## config.mk

```make
export PLATFORM = sky130hd
export DESIGN_NAME = selective_ack_tracker_core
export DESIGN_NICKNAME = d
export VERILOG_FILES = /design/src/rtl/sack_pkg.sv /design/src/rtl/sack_alu.sv /design/src/rtl/selective_ack_tracker_core.sv
export SDC_FILE = /design/constraint.sdc
export NUM_CORES = 1
export LEC_CHECK = 0
export BUFFER_PORTS_ARGS = -buffer_cell sky130_fd_sc_hd__buf_4
export CAP_MARGIN = 15
export CELL_PAD_IN_SITES_DETAIL_PLACEMENT = 0
export CELL_PAD_IN_SITES_GLOBAL_PLACEMENT = 1
export CORE_ASPECT_RATIO = 1.1
export CORE_UTILIZATION = 47
export DETAILED_ROUTE_END_ITERATION = 10
export GPL_TIMING_DRIVEN = 0
export PLACE_DENSITY_LB_ADDON = 0.15
export SLEW_MARGIN = 5
export SYNTH_ARGS = -nofsm -noshare
export SYNTH_HDL_FRONTEND = slang
export SYNTH_SLANG_ARGS = --single-unit
```

## constraint.sdc

```tcl
create_clock -name clk -period 9 [get_ports clk]
set_input_delay 0.45 -clock clk [delete_from_list [all_inputs] [get_ports clk]]
set_output_delay 0.45 -clock clk [all_outputs]
set_load 0.1 [all_outputs]
```

## src/rtl/sack_pkg.sv

```systemverilog
// Shared types and constants of the selective-acknowledge tracker.
`timescale 1ns / 1ps
`default_nettype none
package sack_pkg;

  localparam int WINDOW_BITS = 64;
  localparam logic [63:0] WIN_MASK = 64'(~64'd0 >> (64 - WINDOW_BITS));

  localparam logic [1:0] MODE_MARK  = 2'd0;
  localparam logic [1:0] MODE_QUERY = 2'd1;
  localparam logic [1:0] MODE_CLEAR = 2'd2;

  typedef struct packed {
    logic [1:0]  mode;
    logic [63:0] seq_num;
  } req_t;

  typedef struct packed {
    logic [63:0] ack_out;
    logic [63:0] bits_out;
    logic        seen;
    logic        tracking;
  } rsp_t;

  typedef enum logic [2:0] {
    ST_IDLE,
    ST_DIFF,
    ST_APPLY,
    ST_SHIFT,
    ST_OUT
  } state_t;

  typedef enum logic {
    ALU_SUB,
    ALU_INC
  } alu_op_t;

  typedef struct packed {
    logic [63:0] sum;
    logic        le;
  } alu_res_t;

endpackage
`default_nettype wire

```

## src/rtl/sack_alu.sv

```systemverilog
// Shared 64-bit subtract, compare and increment unit of the tracker.
`timescale 1ns / 1ps
`default_nettype none
module sack_alu (
  input  wire sack_pkg::alu_op_t  op,
  input  wire logic [63:0]        a,
  input  wire logic [63:0]        b,
  output sack_pkg::alu_res_t      res
);

  logic [64:0] wide;

  always_comb begin
    unique case (op)
      sack_pkg::ALU_SUB: wide = {1'b0, a} - {1'b0, b};
      sack_pkg::ALU_INC: wide = {1'b0, a} + 65'd1;
      default:           wide = {1'b0, a};
    endcase
    res.sum = wide[63:0];
    res.le  = wide[64] | (wide[63:0] == 64'd0);
  end

endmodule
`default_nettype wire

```

## src/rtl/selective_ack_tracker_core.sv

```systemverilog
// Top level of the receiver-side selective-acknowledge tracker.
// The req channel takes one word per item: a mode (mark, query or clear) and a
// 64-bit sequence number. The rsp channel returns one word per item with the
// cumulative ack, the bitmap of numbers received beyond it, the query answer
// and the tracking flag, all showing the state after the item.
// One 64-bit adder is shared under a small sequencer, which takes the word,
// subtracts and compares it against the ack, applies the result and loads
// the output register. A mark that advances the ack then shifts the bitmap
// by one bit per cycle, advancing the ack once per consumed bit, before the
// output step; at most 63 bits can be consumed there, since at most 63 remain
// after the first shift. A clear, a first mark, a query before tracking or an
// unused mode skips the apply step.
// The output register decouples the channels: a new word is taken while a
// result still waits, and the sequencer holds in its final step while rsp
// is stalled with a full output register. req_stall is high while an item is
// in work. Reset is synchronous and returns the tracker to the untracked
// state with a zero ack and empty bitmap; no result is pending afterwards.
`timescale 1ns / 1ps
`default_nettype none
module selective_ack_tracker_core (
  input  wire logic           clk,
  input  wire logic           rst,
  input  wire logic           req_valid,
  output logic                req_stall,
  input  wire sack_pkg::req_t req,
  output logic                rsp_valid,
  input  wire logic           rsp_stall,
  output sack_pkg::rsp_t      rsp
);

  sack_pkg::state_t   state;
  sack_pkg::state_t   state_next;
  sack_pkg::alu_op_t  alu_op;
  sack_pkg::alu_res_t alu_res;

  logic [1:0]  mode_r;
  logic [63:0] seq_r;
  logic [63:0] diff_r;
  logic        le_r;
  logic        seen_r;
  logic [63:0] cum_ack;
  logic [63:0] held_bits;
  logic        started;
  logic [63:0] alu_a;
  logic        in_win;
  logic [5:0]  off;
  logic        rsp_free;
  logic        load_rsp;

  assign in_win   = (diff_r != 64'd0) && (diff_r <= 64'(sack_pkg::WINDOW_BITS));
  assign off      = 6'(diff_r[5:0] - 6'd1);
  assign rsp_free = !rsp_valid || !rsp_stall;
  assign alu_a    = (alu_op == sack_pkg::ALU_SUB) ? seq_r : cum_ack;

  sack_alu u_alu (
    .op  (alu_op),
    .a   (alu_a),
    .b   (cum_ack),
    .res (alu_res)
  );

  always_comb begin
    state_next = state;
    unique case (state)
      sack_pkg::ST_IDLE: begin
        if (req_valid) begin
          state_next = sack_pkg::ST_DIFF;
        end
      end
      sack_pkg::ST_DIFF: begin
        if ((mode_r == sack_pkg::MODE_MARK || mode_r == sack_pkg::MODE_QUERY) && started) begin
          state_next = sack_pkg::ST_APPLY;
        end else begin
          state_next = sack_pkg::ST_OUT;
        end
      end
      sack_pkg::ST_APPLY: begin
        if (mode_r == sack_pkg::MODE_MARK && !le_r && diff_r == 64'd1) begin
          state_next = sack_pkg::ST_SHIFT;
        end else begin
          state_next = sack_pkg::ST_OUT;
        end
      end
      sack_pkg::ST_SHIFT: begin
        if (!held_bits[0]) begin
          state_next = sack_pkg::ST_OUT;
        end
      end
      sack_pkg::ST_OUT: begin
        if (rsp_free) begin
          state_next = sack_pkg::ST_IDLE;
        end
      end
      default: state_next = sack_pkg::ST_IDLE;
    endcase
  end

  always_comb begin
    req_stall = (state != sack_pkg::ST_IDLE);
    alu_op    = (state == sack_pkg::ST_SHIFT) ? sack_pkg::ALU_INC : sack_pkg::ALU_SUB;
    load_rsp  = (state == sack_pkg::ST_OUT) && rsp_free;
  end

  always_ff @(posedge clk) begin
    if (rst) begin
      state <= sack_pkg::ST_IDLE;
    end else begin
      state <= state_next;
    end
  end

  always_ff @(posedge clk) begin
    if (state == sack_pkg::ST_IDLE && req_valid) begin
      mode_r <= req.mode;
      seq_r  <= req.seq_num;
    end
    if (state == sack_pkg::ST_DIFF) begin
      diff_r <= alu_res.sum;
      le_r   <= alu_res.le;
    end
  end

  always_ff @(posedge clk) begin
    if (rst) begin
      cum_ack   <= 64'd0;
      held_bits <= 64'd0;
      started   <= 1'b0;
      seen_r    <= 1'b0;
    end else begin
      unique case (state)
        sack_pkg::ST_DIFF: begin
          seen_r <= 1'b0;
          if (mode_r == sack_pkg::MODE_CLEAR) begin
            cum_ack   <= 64'd0;
            held_bits <= 64'd0;
            started   <= 1'b0;
          end else if (mode_r == sack_pkg::MODE_MARK && !started) begin
            cum_ack   <= seq_r;
            held_bits <= 64'd0;
            started   <= 1'b1;
          end
        end
        sack_pkg::ST_APPLY: begin
          if (mode_r == sack_pkg::MODE_QUERY) begin
            seen_r <= le_r || (in_win && held_bits[off]);
          end else if (mode_r == sack_pkg::MODE_MARK && !le_r) begin
            if (diff_r == 64'd1) begin
              cum_ack   <= seq_r;
              held_bits <= (held_bits >> 1) & sack_pkg::WIN_MASK;
            end else if (in_win) begin
              held_bits <= (held_bits | (64'd1 << off)) & sack_pkg::WIN_MASK;
            end
          end
        end
        sack_pkg::ST_SHIFT: begin
          if (held_bits[0]) begin
            held_bits <= held_bits >> 1;
            cum_ack   <= alu_res.sum;
          end
        end
        default: begin
        end
      endcase
    end
  end

  always_ff @(posedge clk) begin
    if (rst) begin
      rsp_valid <= 1'b0;
    end else if (load_rsp) begin
      rsp_valid <= 1'b1;
    end else if (!rsp_stall) begin
      rsp_valid <= 1'b0;
    end
  end

  always_ff @(posedge clk) begin
    if (load_rsp) begin
      rsp.ack_out  <= cum_ack;
      rsp.bits_out <= held_bits & sack_pkg::WIN_MASK;
      rsp.seen     <= seen_r;
      rsp.tracking <= started;
    end
  end

`ifndef ASSERT_OFF
  a_rsp_from_out: assert property (@(posedge clk) disable iff (rst)
    $rose(rsp_valid) |-> $past(state) == sack_pkg::ST_OUT)
    else $error("Result word appeared without a completed item.");

  a_window: assert property (@(posedge clk) disable iff (rst)
    (held_bits & ~sack_pkg::WIN_MASK) == 64'd0)
    else $error("Bitmap holds bits beyond the window.");

  a_shift_inc: assert property (@(posedge clk) disable iff (rst)
    (state == sack_pkg::ST_SHIFT && held_bits[0]) |=> cum_ack == $past(cum_ack) + 64'd1)
    else $error("Ack did not advance with a consumed bit.");

  a_idle_state: assert property (@(posedge clk) disable iff (rst)
    !started |-> (cum_ack == 64'd0 && held_bits == 64'd0))
    else $error("Untracked state holds a nonzero ack or bitmap.");
`endif

endmodule
`default_nettype wire
```

==> impl_metrics.tcl <==
set metrics [dict create \
    crit_path_max_incr_delay_ps 810 \
    drtIter0Drc 1668 \
    drive_gt1_share_pct 13.9 \
    synth_area_um2 21500 \
    slew_headroom_pct 20.8 \
    fmax_ghz 0.118 \
    areaGrowthSynthToFinish_pct 18.0 \
    cp-start-kind "register" \
    yosys-mux-area-fraction_pct 2.19 \
    yosysTopAreaCellShare_pct 36.5 \
    layout_commonest_cell "nand2_1" \
    crit_type "register to register" \
    htreeDepth 2 \
    layout_common_cells "nand2_1 (346), nor2_1 (276), edfxtp_1 (261), buf_4 (200), clkbuf_1 (136)" \
    synth_compound_area_share_pct 16.6 \
    vias_per_cell 5.98 \
    syn-num-nets 2378 \
    ant_nets 0 \
    antenna_found_initial 0 \
    instances_no_fill 3107 \
    arrival_ps 8770 \
    nFillCells 4025 \
    path_cells "clkbuf_1, nor2b_1, and2_1, clkbuf_1, clkbuf_1, clkbuf_2, clkbuf_1, nor2_1, ha_1, buf_2, nand4_1, nor4_1, a21oi_1, o41ai_2, xor2_1, or4bb_1, nor4_1, nand4_1, o41ai_1" \
    core_area_um2 44800 \
    cap_viol_max_count 0 \
    routed_wl_um 69200 \
    tightest_slew_ps 1180 \
    wl_per_cell_um 22.3 \
    hold_path_class "primary input to register" \
    endpoint_kind "register" \
    first_pass_iters 6 \
    setup_violations 0 \
    cts-root-buf "clkbuf_16" \
    grt_pass1_vias 17600 \
    cellPowerDensity_nw_per_um2 225 \
    syn_inst 2237 \
    clkSinkCount 395 \
    rsz0062_at_grt "false" \
    fp-row-count 81 \
    insertion_delay_ps 580 \
    total_leakage_power_nw 9.27 \
    die_w_um 206 \
    yosysUniqueCellTypes 92 \
    period_needed_ps 8460 \
    synth_top_family_by_area "simple AND/OR/NAND/NOR gates" \
    grt.overflow.total 0 \
    placed_area_um2 23900 \
    synth-seq-area-share_pct 49.0 \
    track_usage_pct 29.8 \
    design_area_um2 25300 \
    vdd_drop_max_uv 143 \
    ctsHoldBuffers 0 \
    cts_tree "yes" \
    synth_top_flop_cell "edfxtp_1" \
    avgSynthCellArea_um2 9.59 \
    clk_path_buf_depth 3 \
    die_area_um2 46500 \
    status "completed" \
    worst_clock_skew_ps 20.8 \
    diodes 0 \
    io_buffers 200 \
    num_vias 18600 \
    cpMostUsedCell "clkbuf_1" \
    synthTopCellsByArea "edfxtp_1 (37%), dfxtp_1 (13%), nand2_1 (6.1%), nor2_1 (4.8%), ha_1 (4.1%)" \
    die_h_um 226 \
    crit_slowest_cell "nor4_1" \
    synthSimpleGateAreaFrac_pct 20.1 \
    grt_pass1_wl_um 105000 \
    route.detailed.drc 0 \
    utilization_pct 56.5 \
    ys_ff_latch 395 \
    fin_nets 2632 \
    initial_core_util_pct 47.9 \
    hold_viol 0 \
    synth_enable_flop_cells 261 \
    cts_setup_buffers 0 \
    yosysWarnings 0 \
    synthArstFlopShare_pct 0 \
    grt_max_degree 47 \
    crit_family "buffers and inverters" \
    fin_crit_sh_pct 94.0 \
    synth_xor_area_share_pct 4.86 \
    finalMaxSlewViolations 0 \
    synth_adder_area_share_pct 4.18 \
    clkTransAtPathRegs_ps 60 \
    cts_buffers 43 \
    cp_max_fo 10 \
    ios 202 \
    hpwlAfterDp_um 53100 \
    cp.required_ps 9310 \
    synth_top_area_cell "edfxtp_1" \
    critPathBufInv 6 \
    gp_congestion 0.945 \
    placedCellCount 3026 \
]
[state kept, by name, summed over array words and instances, names as in the netlist]
signal / flops
state: 3
mode_r: 2
cum_ack: 64
seen_r: 1
held_bits: 64
diff_r: 64
le_r: 1
rsp: 130
rsp_valid: 1
seq_r: 64
started: 1
[kinds of logic (layout without fill, tap and decap cells)]
kind of cell               Yosys count  after routing
buffers and inverters              166            455
muxes                               22             22
xor gates and xnor gates           119            119
AOI/OAI and AO/OA                  530            530
DFF                                395            395
and+or+nand+nor                    934            934
adders and majority gates           71             71
[worst register-to-register path, delay by kind of cell, from the launching register on]
family	cells	cell delay [ps]
AND/OR/NAND/NOR	8	2760
buffers and inverters	6	2870
flip-flops	1	290
adder cells (fa/ha/maj)	1	320
XOR/XNOR	1	290
AO/OA/AOI/OAI	3	1650
[path summary, 6_finish.rpt]
kind / startpoint / to / slack (ps) / cells past startpoint
setup reg to reg: state[2]$_SDFFE_PP0P_ / le_r$_DFFE_PP_ / 540 / 19
hold / removal: req[58] / seq_r[58]$_DFFE_PP_ / 50 / 1
setup / recovery: state[2]$_SDFFE_PP0P_ / le_r$_DFFE_PP_ / 540 / 19
hold reg to reg: cum_ack[49]$_SDFFE_PP0P_ / rsp[115]$_DFFE_PP_ / 430 / 0
[metal layers]
metal | vias up | GRT usage [%] | routed length (um)
met5 | - | 0 | 0
met4 | 0 | 13.3 | 3100
met3 | 159 | 3.54 | 3300
met2 | 643 | 49.8 | 33100
met1 | 8972 | 38.7 | 29600
li1 | 8802 | - | -
[Yosys cell counts (12+ instances only)]
master	n
a21o_1	18
a31oi_1	43
clkbuf_1	127
ha_1	70
inv_1	23
xnor2_1	50
nand2_1	346
mux4_2	20
a221oi_1	64
and2_1	15
and3_1	13
dfxtp_1	134
nor3_1	103
nand3_1	29
nor2_1	277
nor4_1	40
o21ai_0	110
nand4_1	26
a21oi_1	127
edfxtp_1	261
o21a_1	13
xor2_1	69
a22oi_1	66
a211oi_1	12
or4_1	13
[cell type report]
cell class / count / area (um2) / share of cell area [%]
inverters: 23 / 86.3 / 0.341
multi-input cells: 1676 / 10300 / 40.7
clock buffers: 55 / 1140 / 4.51
well taps: 581 / 727 / 2.87
flip-flops and latches: 395 / 10500 / 41.6
repair buffers: 209 / 1670 / 6.61
plain buffers: 143 / 559 / 2.21
clock inverters: 25 / 297 / 1.17
[where the power goes]
group / switching [W] / leakage (nW) / internal (W) / total [W]
Sequential: 0.0000631 / 3.54 / 0.00209 / 0.00215
Clock: 0.000735 / 0.700 / 0.00108 / 0.00181
Combinational: 0.00124 / 5.04 / 0.000509 / 0.00175
Total: 0.00203 / 9.27 / 0.00367 / 0.00571
[what timing repair did]
action,4_1_cts,5_1_grt
resized for setup,0,6
endpoints found under the hold margin,0,0
endpoints found under the setup margin,0,1
[through the flow]
stage / power [W] / hold WS [ps] / setup TNS, ps / setup WS [ps]
after floorplan: 0.00334 / 406 / 0 / 1340
after global placement: 0.00391 / 412 / -221010 / -1720
after detailed placement: 0.00390 / 414 / 0 / 266
after CTS: 0.00571 / 17.7 / 0 / 207
after global routing: 0.00594 / 24.2 / 0 / 255
final: 0.00571 / 47.1 / 0 / 539
Power figures use the tool's default switching activity.
